===== src/hw/rtl/fmpf_pkg.sv =====
package fmpf_pkg;

    localparam logic       DIR_TX     = 1'b0;
    localparam logic       DIR_RX     = 1'b1;
    localparam logic [7:0] MASK_RESET = 8'h66;
    localparam logic [8:0] MOD_SUM    = 9'd255;

    localparam int RES_SLOTS = 3;

    // register index of the configuration port
    typedef enum logic [0:0] {
        REG_DIRECTION = 1'b0,
        REG_XOR_MASK  = 1'b1
    } cfg_reg_t;

    typedef enum logic [1:0] {
        STATUS_OK        = 2'd0,
        STATUS_MISMATCH  = 2'd1,
        STATUS_TOO_SHORT = 2'd2
    } status_t;

    typedef struct packed {
        logic [7:0] data_byte;
        logic       end_of_packet;
    } item_t;

    typedef struct packed {
        logic [7:0] out_byte;
        logic       byte_present;
        logic       packet_done;
        logic [1:0] status;
    } result_t;

    // all results caused by one item, slot 0 leaves first
    typedef struct packed {
        result_t [RES_SLOTS-1:0] slot;
        logic [1:0]              count;
    } bundle_t;

    typedef struct packed {
        logic       direction;
        logic [7:0] xor_mask;
        logic       clear;
    } ctrl_t;

    // one running sum step modulo 255, operands in 0..254 or any byte
    function automatic logic [7:0] mod255_add(input logic [7:0] a, input logic [7:0] b);
        logic [8:0] s;
        s = {1'b0, a} + {1'b0, b};
        if (s >= MOD_SUM)
        begin
            s = s - MOD_SUM;
        end
        return s[7:0];
    endfunction

endpackage


===== src/hw/rtl/fmpf_in_if.sv =====
interface fmpf_in_if;
    logic       valid;
    logic       ready;
    logic [7:0] data_byte;
    logic       end_of_packet;

    modport source (output valid, output data_byte, output end_of_packet, input ready);
    modport sink (input valid, input data_byte, input end_of_packet, output ready);
endinterface


===== src/hw/rtl/fmpf_out_if.sv =====
interface fmpf_out_if;
    logic       valid;
    logic       ready;
    logic [7:0] out_byte;
    logic       byte_present;
    logic       packet_done;
    logic [1:0] status;

    modport source (output valid, output out_byte, output byte_present,
                    output packet_done, output status, input ready);
    modport sink (input valid, input out_byte, input byte_present,
                  input packet_done, input status, output ready);
endinterface


===== src/hw/rtl/fmpf_engine.sv =====
module fmpf_engine (
    input  logic             clk,
    input  logic             rst_n,
    input  fmpf_pkg::ctrl_t  ctrl,
    input  logic             load,
    input  fmpf_pkg::item_t  item,
    output fmpf_pkg::bundle_t bundle
);

    logic [7:0] low_sum_reg, low_sum_next;
    logic [7:0] high_sum_reg, high_sum_next;
    logic [1:0] held_count_reg, held_count_next;
    logic [7:0] held0_reg, held0_next;
    logic [7:0] held1_reg, held1_next;

    logic [7:0]  add_in;
    logic [7:0]  low_add;
    logic [7:0]  high_add;
    logic [7:0]  plain;
    logic [15:0] rx_word;
    logic [15:0] calc_word;
    fmpf_pkg::status_t rx_status;

    assign plain    = held0_reg ^ ctrl.xor_mask;
    assign add_in   = (ctrl.direction == fmpf_pkg::DIR_TX) ? item.data_byte : plain;
    assign low_add  = fmpf_pkg::mod255_add(low_sum_reg, add_in);
    assign high_add = fmpf_pkg::mod255_add(high_sum_reg, low_add);

    // trailer check at packet end
    always_comb
    begin
        rx_word   = '0;
        calc_word = '0;
        rx_status = fmpf_pkg::STATUS_TOO_SHORT;
        case (held_count_reg)
            2'd2:
            begin
                rx_word   = {held1_reg, item.data_byte};
                calc_word = {high_add, low_add};
                rx_status = (rx_word == calc_word) ? fmpf_pkg::STATUS_OK
                                                   : fmpf_pkg::STATUS_MISMATCH;
            end
            2'd1:
            begin
                rx_word   = {held0_reg, item.data_byte};
                calc_word = {high_sum_reg, low_sum_reg};
                rx_status = (rx_word == calc_word) ? fmpf_pkg::STATUS_OK
                                                   : fmpf_pkg::STATUS_MISMATCH;
            end
            default:
            begin
                rx_status = fmpf_pkg::STATUS_TOO_SHORT;
            end
        endcase
    end

    always_comb
    begin
        low_sum_next    = low_sum_reg;
        high_sum_next   = high_sum_reg;
        held_count_next = held_count_reg;
        held0_next      = held0_reg;
        held1_next      = held1_reg;
        bundle          = '0;

        if (ctrl.direction == fmpf_pkg::DIR_TX)
        begin
            low_sum_next  = low_add;
            high_sum_next = high_add;
            bundle.slot[0].out_byte     = item.data_byte ^ ctrl.xor_mask;
            bundle.slot[0].byte_present = 1'b1;
            bundle.count                = 2'd1;
            if (item.end_of_packet)
            begin
                bundle.slot[1].out_byte     = high_add;
                bundle.slot[1].byte_present = 1'b1;
                bundle.slot[2].out_byte     = low_add;
                bundle.slot[2].byte_present = 1'b1;
                bundle.slot[2].packet_done  = 1'b1;
                bundle.slot[2].status       = fmpf_pkg::STATUS_OK;
                bundle.count                = 2'd3;
                low_sum_next    = '0;
                high_sum_next   = '0;
                held_count_next = '0;
            end
        end
        else
        begin
            if (held_count_reg == 2'd2)
            begin
                // oldest held byte leaves the delay line
                low_sum_next  = low_add;
                high_sum_next = high_add;
                held0_next    = held1_reg;
                held1_next    = item.data_byte;
                bundle.slot[0].out_byte     = plain;
                bundle.slot[0].byte_present = 1'b1;
                bundle.count                = 2'd1;
            end
            else
            begin
                if (held_count_reg[0])
                begin
                    held1_next = item.data_byte;
                end
                else
                begin
                    held0_next = item.data_byte;
                end
                held_count_next = held_count_reg + 2'd1;
            end

            if (item.end_of_packet)
            begin
                if (held_count_reg == 2'd2)
                begin
                    bundle.slot[1].packet_done = 1'b1;
                    bundle.slot[1].status      = rx_status;
                    bundle.count               = 2'd2;
                end
                else
                begin
                    bundle.slot[0].packet_done = 1'b1;
                    bundle.slot[0].status      = rx_status;
                    bundle.count               = 2'd1;
                end
                low_sum_next    = '0;
                high_sum_next   = '0;
                held_count_next = '0;
            end
        end
    end

    always_ff @(posedge clk or negedge rst_n)
    begin
        if (!rst_n)
        begin
            low_sum_reg    <= '0;
            high_sum_reg   <= '0;
            held_count_reg <= '0;
        end
        else if (ctrl.clear)
        begin
            low_sum_reg    <= '0;
            high_sum_reg   <= '0;
            held_count_reg <= '0;
        end
        else if (load)
        begin
            low_sum_reg    <= low_sum_next;
            high_sum_reg   <= high_sum_next;
            held_count_reg <= held_count_next;
        end
    end

    always_ff @(posedge clk)
    begin
        if (load)
        begin
            held0_reg <= held0_next;
            held1_reg <= held1_next;
        end
    end

endmodule


===== src/hw/rtl/fmpf_outstage.sv =====
module fmpf_outstage (
    input  logic               clk,
    input  logic               rst_n,
    input  logic               load,
    input  fmpf_pkg::bundle_t  bundle,
    output logic               free,
    fmpf_out_if.source         result
);

    fmpf_pkg::result_t [fmpf_pkg::RES_SLOTS-1:0] slot_reg;
    logic [1:0] count_reg, count_next;
    logic [1:0] idx_reg, idx_next;
    fmpf_pkg::result_t head;
    logic pop;
    logic last;

    always_comb
    begin
        case (idx_reg)
            2'd0:    head = slot_reg[0];
            2'd1:    head = slot_reg[1];
            2'd2:    head = slot_reg[2];
            default: head = slot_reg[0];
        endcase
    end

    assign result.valid        = (count_reg != 2'd0);
    assign result.out_byte     = head.out_byte;
    assign result.byte_present = head.byte_present;
    assign result.packet_done  = head.packet_done;
    assign result.status       = head.status;

    assign pop  = result.valid && result.ready;
    assign last = (idx_reg == (count_reg - 2'd1));
    assign free = (count_reg == 2'd0) || (pop && last);

    always_comb
    begin
        count_next = count_reg;
        idx_next   = idx_reg;
        if (load)
        begin
            count_next = bundle.count;
            idx_next   = '0;
        end
        else if (pop)
        begin
            if (last)
            begin
                count_next = '0;
                idx_next   = '0;
            end
            else
            begin
                idx_next = idx_reg + 2'd1;
            end
        end
    end

    always_ff @(posedge clk or negedge rst_n)
    begin
        if (!rst_n)
        begin
            count_reg <= '0;
            idx_reg   <= '0;
        end
        else
        begin
            count_reg <= count_next;
            idx_reg   <= idx_next;
        end
    end

    always_ff @(posedge clk)
    begin
        if (load)
        begin
            slot_reg <= bundle.slot;
        end
    end

endmodule


===== src/hw/rtl/fletcher16_masked_payload_framer_unit.sv =====
// Masked payload framer with a Fletcher-16 trailer. Each transaction on item carries
// one packet byte; end_of_packet marks the last one. With direction 0 every byte
// leaves XORed with xor_mask and a Fletcher-16 checksum runs over the original bytes;
// the packet's last byte is followed by two trailer bytes, high sum first, the second
// with packet_done set. With direction 1 the last two bytes received are held back
// as the trailer: older bytes leave unmasked and are checksummed, and at packet end
// one status-only result (byte_present 0, packet_done 1) reports ok, mismatch, or too
// short for a packet under two bytes. Writing direction drops any partial packet.
// Configuration is to be written only while the block is idle, which the block
// itself does not enforce. Timing: a byte goes through an input register and the
// checksum/format logic into a result register, from which its results are offered.
// One byte is taken per cycle while each byte causes at most one result and the
// receiver is ready; the result register drains one result per cycle while the
// receiver is ready, so a transmit packet end (three results) or a receive packet
// end with a payload byte (two results) holds the input until the last is taken.
module fletcher16_masked_payload_framer_unit (
    input  logic        clk,
    input  logic        rst_n,
    input  logic        cfg_we,
    input  logic [0:0]  cfg_index,
    input  logic [7:0]  cfg_wdata,
    fmpf_in_if.sink     item,
    fmpf_out_if.source  result
);

    // configuration registers
    logic       direction_reg;
    logic [7:0] xor_mask_reg;

    // input register
    logic              in_valid_reg, in_valid_next;
    fmpf_pkg::item_t   in_item_reg;

    logic              accept;
    logic              load;
    logic              free;
    fmpf_pkg::ctrl_t   ctrl;
    fmpf_pkg::bundle_t bundle;

    always_ff @(posedge clk or negedge rst_n)
    begin
        if (!rst_n)
        begin
            direction_reg <= fmpf_pkg::DIR_TX;
            xor_mask_reg  <= fmpf_pkg::MASK_RESET;
        end
        else if (cfg_we)
        begin
            case (cfg_index)
                fmpf_pkg::REG_DIRECTION: direction_reg <= cfg_wdata[0];
                fmpf_pkg::REG_XOR_MASK:  xor_mask_reg  <= cfg_wdata;
                default:                 xor_mask_reg  <= xor_mask_reg;
            endcase
        end
    end

    // a direction write restarts the packet
    assign ctrl.direction = direction_reg;
    assign ctrl.xor_mask  = xor_mask_reg;
    assign ctrl.clear     = cfg_we && (cfg_index == fmpf_pkg::REG_DIRECTION);

    // the held byte moves on once the result register can take all its results
    assign load       = in_valid_reg && free;
    assign item.ready = !in_valid_reg || load;
    assign accept     = item.valid && item.ready;

    always_comb
    begin
        in_valid_next = in_valid_reg;
        if (accept)
        begin
            in_valid_next = 1'b1;
        end
        else if (load)
        begin
            in_valid_next = 1'b0;
        end
    end

    always_ff @(posedge clk or negedge rst_n)
    begin
        if (!rst_n)
        begin
            in_valid_reg <= 1'b0;
        end
        else
        begin
            in_valid_reg <= in_valid_next;
        end
    end

    always_ff @(posedge clk)
    begin
        if (accept)
        begin
            in_item_reg.data_byte     <= item.data_byte;
            in_item_reg.end_of_packet <= item.end_of_packet;
        end
    end

    // running sums, trailer delay line and result formatting
    fmpf_engine u_engine (
        .clk    (clk),
        .rst_n  (rst_n),
        .ctrl   (ctrl),
        .load   (load),
        .item   (in_item_reg),
        .bundle (bundle)
    );

    // result register, drained one result per transaction
    fmpf_outstage u_outstage (
        .clk    (clk),
        .rst_n  (rst_n),
        .load   (load),
        .bundle (bundle),
        .free   (free),
        .result (result)
    );

endmodule


===== src/flat_wrapper.sv =====
// flat-port wrapper written by rule: the top's interface ports become plain ports
module fletcher16_masked_payload_framer_unit_flat 
  (clk, rst_n, cfg_we, cfg_index, cfg_wdata, item_valid, item_data_byte, item_end_of_packet, item_ready, result_valid, result_out_byte, result_byte_present, result_packet_done, result_status, result_ready);
  fmpf_in_if item_i ();
  fmpf_out_if result_i ();
  input  logic clk;
  input  logic rst_n;
  input  logic cfg_we;
  input  logic [0:0] cfg_index;
  input  logic [7:0] cfg_wdata;
  input wire logic [$bits(item_i.valid)-1:0] item_valid;
  input wire logic [$bits(item_i.data_byte)-1:0] item_data_byte;
  input wire logic [$bits(item_i.end_of_packet)-1:0] item_end_of_packet;
  output wire logic [$bits(item_i.ready)-1:0] item_ready;
  output wire logic [$bits(result_i.valid)-1:0] result_valid;
  output wire logic [$bits(result_i.out_byte)-1:0] result_out_byte;
  output wire logic [$bits(result_i.byte_present)-1:0] result_byte_present;
  output wire logic [$bits(result_i.packet_done)-1:0] result_packet_done;
  output wire logic [$bits(result_i.status)-1:0] result_status;
  input wire logic [$bits(result_i.ready)-1:0] result_ready;
  assign item_i.valid = item_valid;
  assign item_i.data_byte = item_data_byte;
  assign item_i.end_of_packet = item_end_of_packet;
  assign item_ready = item_i.ready;
  assign result_valid = result_i.valid;
  assign result_out_byte = result_i.out_byte;
  assign result_byte_present = result_i.byte_present;
  assign result_packet_done = result_i.packet_done;
  assign result_status = result_i.status;
  assign result_i.ready = result_ready;
  fletcher16_masked_payload_framer_unit u_core (.clk(clk), .rst_n(rst_n), .cfg_we(cfg_we), .cfg_index(cfg_index), .cfg_wdata(cfg_wdata), .item(item_i), .result(result_i));
endmodule

===== config.mk =====
export PLATFORM = sky130hd
export DESIGN_NAME = fletcher16_masked_payload_framer_unit_flat
export DESIGN_NICKNAME = d
export VERILOG_FILES = /design/src/hw/rtl/fmpf_pkg.sv /design/src/hw/rtl/fmpf_in_if.sv /design/src/hw/rtl/fmpf_out_if.sv /design/src/hw/rtl/fmpf_engine.sv /design/src/hw/rtl/fmpf_outstage.sv /design/src/hw/rtl/fletcher16_masked_payload_framer_unit.sv /design/src/flat_wrapper.sv
export SDC_FILE = /design/constraint.sdc
export NUM_CORES = 1
export LEC_CHECK = 0
export BUFFER_PORTS_ARGS = -buffer_cell sky130_fd_sc_hd__buf_2
export CORE_ASPECT_RATIO = 1.4
export CORE_UTILIZATION = 45
export DETAILED_ROUTE_END_ITERATION = 8
export GPL_ROUTABILITY_DRIVEN = 0
export GPL_TIMING_DRIVEN = 0
export HOLD_SLACK_MARGIN = 0.05
export PLACE_DENSITY_LB_ADDON = 0.1
export SLEW_MARGIN = 20
export SYNTH_ARGS = -nofsm -noshare
export SYNTH_HDL_FRONTEND = slang
export SYNTH_HIERARCHICAL = 1
export SYNTH_SLANG_ARGS = --single-unit

===== constraint.sdc =====
create_clock -name clk -period 8.6 [get_ports clk]
set_input_delay 2.58 -clock clk [delete_from_list [all_inputs] [get_ports clk]]
set_output_delay 2.58 -clock clk [all_outputs]
set_load 0.02 [all_outputs]

# Word level (Yosys, flattened, before mapping)
# Cells that the tools add are included.
# totals
regBits	93
latchBits	0
ram_bits	0
rom_bits	0
in_bits	23
n_memories	0
# op_classes
n_addsub	7
n_mul	0
div	0
n_lt_le_gt_ge	2
n_eq_ne	10
shift	0
muxes	47
bitwise	5
reduce_logical	27
# op_table
op	count
$mux W8	19
$eq A16 B16 Y1	2
$mux W2	16
$pmux W12 S2	1
$add A8 B8 Y9	2
$ge A9 B8 Y1 const B	2
$mux W9	2
$sub A8 B8 Y8 const B	2
$xor A8 B8 Y8	2
$mux W13	1
$reduce_and A3 Y1	4
$reduce_bool A2 Y1	6
$reduce_and A2 Y1	5
$mux W3	2
$logic_and A1 B1 Y1	5
$mux W1	5
$add A2 B1 Y2 const B	2
$eq A2 B1 Y1 const B	2
$eq A2 B2 Y1 const B	2
$ne A4 B4 Y1 const B	1
$pmux W2 S2	1
$ne A3 B1 Y1 const B	1
$not A1 Y1	3
$reduce_bool A3 Y1	1
other kinds (8)	9

# Depth between registers and ports, before layout
# Gate-level depths: netlist of run 1.
# logic_depth
depth_word	13
ltp_mapped	25
mapped_depth_nobuf	24

# Hierarchy
# The synthesis of run 1 kept the hierarchy.
# modules_own_cells
module	n_inst	cells_per_inst	area_each_um2	seq_area_each_um2
fmpf_engine	1	471	3881.2	930.9
fmpf_outstage	1	101	1551.5	1181.1
fletcher16_masked_payload_framer_unit	1	34	705.7	525.5

# Worst setup path after synthesis of run 1
# No wires, ideal clock.
# synth_timing
path_kind	register -> register
startpoint	reg u_core.direction_reg
endpoint	reg u_core/u_outstage/slot_reg[12] (netlist bit), data pin
setup_time_ns	0.269
arrival_ns	6.271
required_time_ns	8.331
path_slack_ns	2.060
stages_incl_launch_ff	26
path_buffers	2
cell_sequence	dfrtp_1 > clkbuf_1 > buf_1 > a21oi_1 > ha_1 > inv_1 > fa_1 > nand2b_1 > a21oi_1 > xor2_1 > nand3_1 > o41ai_4 > xnor2_1 > inv_1 > ha_1 > fa_1 > ha_1 > a21oi_1 > a311o_1 > and4b_2 > o2111ai_4 > nand2_4 > o22ai_1 > or4_1 > nor4_1 > a31oi_1
# synth_via
elab_chain_len	10
word_cells_on_any_way	13
classes_between	4 x add/sub; 2 x order compare; 1 x eq/ne; 5 x mux; 1 x reduce/logical
# synth_rtl
item	line_no	rtl
start, declared	fletcher16_masked_payload_framer_unit.sv:27	logic direction_reg;
start signal, assigned	fletcher16_masked_payload_framer_unit.sv:44	direction_reg <= fmpf_pkg::DIR_TX;
start signal, assigned	fletcher16_masked_payload_framer_unit.sv:50	fmpf_pkg::REG_DIRECTION: direction_reg <= cfg_wdata[0];
$mux W8	fmpf_engine.sv:25	assign add_in = (ctrl.direction == fmpf_pkg::DIR_TX) ? item.data_byte : plain;
$add A8 B8 Y9	fmpf_pkg.sv:49	s = {1'b0, a} + {1'b0, b};
$sub A8 B8 Y8 / $ge A9 B8 Y1 (equally long branches)	fmpf_pkg.sv:52, fmpf_pkg.sv:50	
$mux W8	fmpf_pkg.sv:50	if (s >= MOD_SUM)
$add A8 B8 Y9	fmpf_pkg.sv:49	
$sub A8 B8 Y8 / $ge A9 B8 Y1 (equally long branches)	fmpf_pkg.sv:52, fmpf_pkg.sv:50	
$mux W8	fmpf_pkg.sv:50	
$eq A16 B16 Y1	fmpf_engine.sv:40	rx_status = (rx_word == calc_word) ? fmpf_pkg::STATUS_OK
$mux W1	fmpf_engine.sv:40	
$pmux W2 S2	fmpf_engine.sv:35	case (held_count_reg)
end signal, assigned	fmpf_outstage.sv:78	slot_reg <= bundle.slot;
end, declared	fmpf_outstage.sv:10	fmpf_pkg::result_t [fmpf_pkg::RES_SLOTS-1:0] slot_reg;
# Parallel ways exist; a longest one is shown, timed or not.
# A chain may end at the register's enable or synchronous reset.

# Worst setup path after layout of run 1
# Ends and elaborated chain as after synthesis.

==> impl_metrics.ini, run 1 <==
[global_routing]
grt_pass1_wl_um = 25600
grt_pass1_vias = 4805
grt_max_degree = 34
antenna_found_initial = 0
grt.total_usage = 0.242
gr-total-overflow = 0

[route]
vias_per_cell = 5.71
dr_wl_met2_um = 8330
drt-pass1-iter-count = 5
met3_length_um = 594
wl_met1_um = 6440
drt-total-wl_um = 16100
wl_per_cell_um = 19.2
drc = 0
ant_nets = 0
route.vias.total = 4812
dr.max_layer_used = met4
drtIter0Drc = 280

[clock_tree]
cts_resized = 0
clk_pin_slew_ns = 0.07
cts_num_sinks = 93
cts_buffer_depth = 2
cts_setup_buffers = 0
cts_buffers = 9
clk_latency_ns = 0.34
cts_tree = yes
cts_max_level = 3
cts-root-buf = clkbuf_16
postCtsHoldBufs = 0

[sta]
clock_skew_ns = 0.00994
period_minus_slack_ns = 8.16
maxSlewViolCount = 0
period_share = 0.949
setup_viol = 0
finalSetupTns_ns = 0
worstMarginPinSlew_ns = 1.03
slew_headroom = 0.296
layout_setup_ws_ns = 0.442
hold_violations = 0
rsz0062_at_grt = false
fmax_mhz = 123

[setup_path]
regToRegEndpoint = u_core/u_outstage/slot_reg[12]
reg2reg_depth = 24
path_class = flip-flop to flip-flop
cp-end-kind = flip-flop
crit_fanout = 10
reg2reg_setup_slack_ns = 0.44
critPathLaunchType = flip-flop
crit_arrival_ns = 8.22
r2r_start = u_core/direction_reg
crit_required_ns = 8.66

[finish]
fin_area_mm2 = 0.00689
syn2layout_area_growth_pct = 12.2
fin_nets = 708
layout.cells.non_filler = 842
largest_reg_flops = 36
diodes = 0
layout-drive-gt1-share = 0.158

[yosys]
synth-seq-cells = 93
netlist.area_leader.share = 0.298
synthesis.area_mm2 = 0.00614
synth_edf_count = 61
synth_top_flop_cell = edfxtp_1
ys_warn_count = 6
syn_inst = 606
yosysUniqueCellTypes = 76
synth.area.top_cells = edfxtp_1 (30%), dfrtp_1 (11%), ha_1 (5.7%)
async_flop_share = 0.344
synth.largest_area_cell = edfxtp_1
synthTopCellsByCount = edfxtp_1 (61), nand2_1 (61), nor2_1 (41), xnor2_1 (37), o21ai_0 (34)
avgSynthCellArea_um2 = 10.1
yosysSeqAreaShare = 0.430

[floorplan]
core_area_mm2 = 0.0133
dieArea_mm2 = 0.0141
num_rows = 50
die_width_um = 101
ioPinCount = 37
start_util = 0.461
die_height_um = 140

[placed_design]
hpwlAfterDp_um = 13000
port_buffers = 36
place_inst = 826
dp_slack_ns = 0.737
place_area_mm2 = 0.00657

[outcome]
status = completed

[min_path]
min_to = u_core/u_engine/held1_reg[4]
hold_start = u_core/in_item_reg[5]
min_path_cells = 0
min_path_type = flip-flop to flip-flop

[job]
cap_violations = 0
## metal layers
metal	vias up	global-route usage
li1	2320	-
met1	2309	0.278
met2	136	0.432
met3	47	0.0374
met4	0	0.121
met5	-	0
## cell type report
| type | instances | area [µm²] |
|---|---|---|
| well taps | 182 | 228 |
| clock buffers | 9 | 225 |
| repair buffers | 37 | 200 |
| multi-input cells | 460 | 3280 |
| fillers | 1236 | 6440 |
| plain buffers | 29 | 136 |
| clock inverters | 7 | 88.8 |
| inverters | 25 | 93.8 |
| flip-flops and latches | 93 | 2640 |
## how the worst max path moves through the flow
stage               slack [ns]                  from                              to
floorplan                 2.06  u_core/direction_reg  u_core/u_outstage/slot_reg[12]
global placement          0.81  u_core/direction_reg  u_core/u_outstage/slot_reg[12]
detailed placement        0.74  u_core/direction_reg  u_core/u_outstage/slot_reg[12]
CTS                       0.66  u_core/direction_reg  u_core/u_outstage/slot_reg[12]
global route              0.08  u_core/direction_reg  u_core/u_outstage/slot_reg[12]
finish                    0.44  u_core/direction_reg  u_core/u_outstage/slot_reg[12]
## cell families (layout without fill, tap and decap cells)
group | after synthesis | after routing | share of synthesized area
XOR/XNOR | 62 | 62 | 0.0897
AND/OR/NAND/NOR | 189 | 189 | 0.156
flip-flops | 93 | 93 | 0.430
multiplexers | 24 | 24 | 0.0487
AO/OA/AOI/OAI | 153 | 153 | 0.174
adder cells (fa/ha/maj) | 30 | 30 | 0.0636
buffers and inverters | 54 | 107 | 0.0375
other | 1 | 2 | 0.000611
## metrics by stage
stage	hold WS (ns)	util
6_report	0.451	0.517
5_1_grt	0.468	0.517
4_1_cts	0.454	0.517
3_5_place_dp	0.435	0.493
3_3_place_gp	0.434	0.492
2_1_floorplan	0.424	-
## critical path: stages (launching register included)
cell	delay, ns
dfrtp_1	0.46
clkbuf_1	0.28
buf_1	0.31
a21oi_1	0.22
ha_1	0.22
inv_1	0.07
fa_1	0.42
nand2b_1	0.19
a21oi_1	0.23
xor2_1	0.51
nand3_1	0.30
o41ai_4	0.62
mux2i_1	0.49
inv_1	0.15
ha_1	0.29
a211oi_1	0.59
o31ai_2	0.22
xor2_1	0.32
buf_2	0.28
o211ai_1	0.23
o31ai_1	0.50
o41a_1	0.24
nand4_1	0.10
nor4_1	0.46
a31oi_1	0.18
## cells in the final DEF (no fill, tap or decap), types with 5 or more instances in the layout
cell	synthesis	routed
inv_1	25	25
o21ai_0	34	34
a22o_1	8	8
or3_1	5	5
nand4_1	8	8
mux2_4	9	9
ha_1	28	28
nor3_1	11	11
a22oi_1	13	13
clkbuf_16	0	9
nor2_1	41	41
a31oi_1	5	5
nand2_1	61	61
nor4_1	8	8
nor2b_1	5	5
dfrtp_1	28	28
clkbuf_1	19	19
buf_2	4	40
edfxtp_1	61	61
a21oi_1	29	29
a21o_1	7	7
and2_1	13	12
nand3_1	9	9
xnor2_1	37	37
nand2b_1	6	6
xor2_1	24	24
o22ai_1	12	12
mux2_2	10	10
Power of run 1 is not shown: default switching activity piles up to over one toggle a cycle in this logic, so the estimate is an artifact.
==> run 2: changes to the inputs <==
- CORE_UTILIZATION: 45 -> 62
- RECOVER_POWER: not set -> 100
==> impl_metrics.ini, run 2 (synthesized netlist as in run 1, its figures left out) <==
[outcome]
status = finished with violations
violations = max-capacitance violations, max-slew violations

[global_routing]
grt_max_degree = 33
grt.total_usage = 0.324
grt_pass1_wl_um = 25000
antenna_found_initial = 0
gr-total-overflow = 0
grt_pass1_vias = 4977

[min_path]
hold_start = u_core/in_item_reg[7]
min_path_type = flip-flop to flip-flop
min_path_cells = 0

[clock_tree]
clk_latency_ns = 0.34
cts_num_sinks = 93
cts_buffers = 9
postCtsHoldBufs = 0
cts_setup_buffers = 0
cts-root-buf = clkbuf_16
cts_max_level = 3
clk_pin_slew_ns = 0.06
cts_tree = yes
cts_resized = 0
cts_buffer_depth = 2

[setup_path]
critPathLaunch = u_core/direction_reg
crit_buf_inv = 4
path_class = flip-flop to flip-flop
r2r_start = u_core/direction_reg
crit_required_ns = 8.66
cp-end-kind = flip-flop
cp_slowest_cell = o41ai_4
crit_arrival_ns = 8.22
crit_family = compound AO/OA/AOI/OAI gates
slowest_delay_ns = 0.61
critPathLaunchType = flip-flop
crit_fanout = 10
crit_cells = 23
worstPathCellList = clkbuf_1 -> clkbuf_1 -> a21oi_1 -> ha_1 -> inv_1 -> fa_1 -> nand2b_1 -> a21oi_1 -> xor2_1 -> nand3_1 -> o41ai_4 -> mux2i_1 -> inv_1 -> fa_1 -> a21o_1 -> a221oi_1 -> xnor2_2 -> o211ai_1 -> o31ai_1 -> o41a_1 -> nand4_1 -> nor4_1 -> a31oi_1
reg2reg_depth = 23

[floorplan]
core_area_mm2 = 0.00951
num_rows = 42
ioPinCount = 37
start_util = 0.645
die_width_um = 86.1
dieArea_mm2 = 0.0103
die_height_um = 120

[finish]
largest_reg_flops = 36
fin_area_mm2 = 0.00670
fillers = 745
final_common_cell = nand2_1
layout_common_cells = nand2_1 (62), edfxtp_1 (61), nor2_1 (41), clkbuf_1 (37), xnor2_1 (37)
fin_nets = 708
layout-drive-gt1-share = 0.106
syn2layout_area_growth_pct = 9.11
diodes = 0

[sta]
setup_viol = 0
worstMarginPinSlew_ns = 1.80
slew_headroom = -0.202
period_minus_slack_ns = 8.17
hold_violations = 0
fmax_mhz = 122
period_share = 0.950
maxSlewViolCount = 33
rsz0062_at_grt = false
finalSetupTns_ns = 0
clock_skew_ns = 0.00820

[route]
wl_per_cell_um = 20.0
drc = 0
drt-total-wl_um = 15800
ant_nets = 0
vias_per_cell = 6.35
drtIter0Drc = 394
route.vias.total = 5026
drt-pass1-iter-count = 5

[job]
cap_violations = 1

[placed_design]
hpwlAfterDp_um = 12300
port_buffers = 36
place_area_mm2 = 0.00652
-- run 2: cell types whose count changed in the layout (fill, tap and decap cells not counted), moves of 7 or more --
| cell | previous run | this run |
|---|---|---|
| and2_0 | 0 | 10 |
| and2_1 | 12 | 3 |
| buf_2 | 40 | 25 |
| clkbuf_1 | 19 | 37 |
| mux2_1 | 1 | 11 |
| mux2_4 | 9 | 2 |
-- run 2: worst paths after layout --
kind / endpoint / slack, ns
setup reg to reg: u_core/u_outstage/slot_reg[12] / 0.43
hold / removal: u_core/u_engine/held1_reg[6] / 0.45
min in group asynchronous: u_core/u_outstage/idx_reg[0] / 2.71
max in group asynchronous: u_core/u_engine/held_count_reg[0] / 4.83
setup / recovery: u_core/u_outstage/slot_reg[12] / 0.43
hold reg to reg: u_core/u_engine/held1_reg[6] / 0.45
-- run 2: layout make-up --
type / instances / area, µm² / share of cell area
Tap cell: 132 / 165 / 0.0247
Timing Repair Buffer: 37 / 168 / 0.0250
Multi-Input combinational cell: 460 / 3210 / 0.480
Inverter: 25 / 93.8 / 0.0140
Clock inverter: 5 / 31.3 / 0.00467
Buffer: 29 / 134 / 0.0200
Sequential cell: 93 / 2640 / 0.394
Clock buffer: 11 / 254 / 0.0379
-- run 2: routing by layer --
| layer | global-route usage | share of wire | up-vias |
|---|---|---|---|
| met3 | 0.0523 | 0.053 | 74 |
| met4 | 0.238 | 0.085 | 0 |
| met1 | 0.360 | 0.37 | 2405 |
| met5 | 0 | 0 | - |
| met2 | 0.553 | 0.49 | 224 |
| li1 | - | - | 2323 |
-- run 2: per-stage QoR --
| step | setup slack [ns] | hold WS, ns | std cells | util |
|---|---|---|---|---|
| finish | 0.434 | 0.449 | 792 | 0.704 |
| global route | 0.0557 | 0.468 | 792 | 0.704 |
| CTS | 0.677 | 0.454 | 792 | 0.715 |
| detailed placement | 0.703 | 0.437 | 776 | 0.685 |
| global placement | 0.872 | 0.432 | 775 | 0.682 |
| floorplan | 2.06 | 0.424 | 607 | - |
Power of run 2 is left out for the same reason.
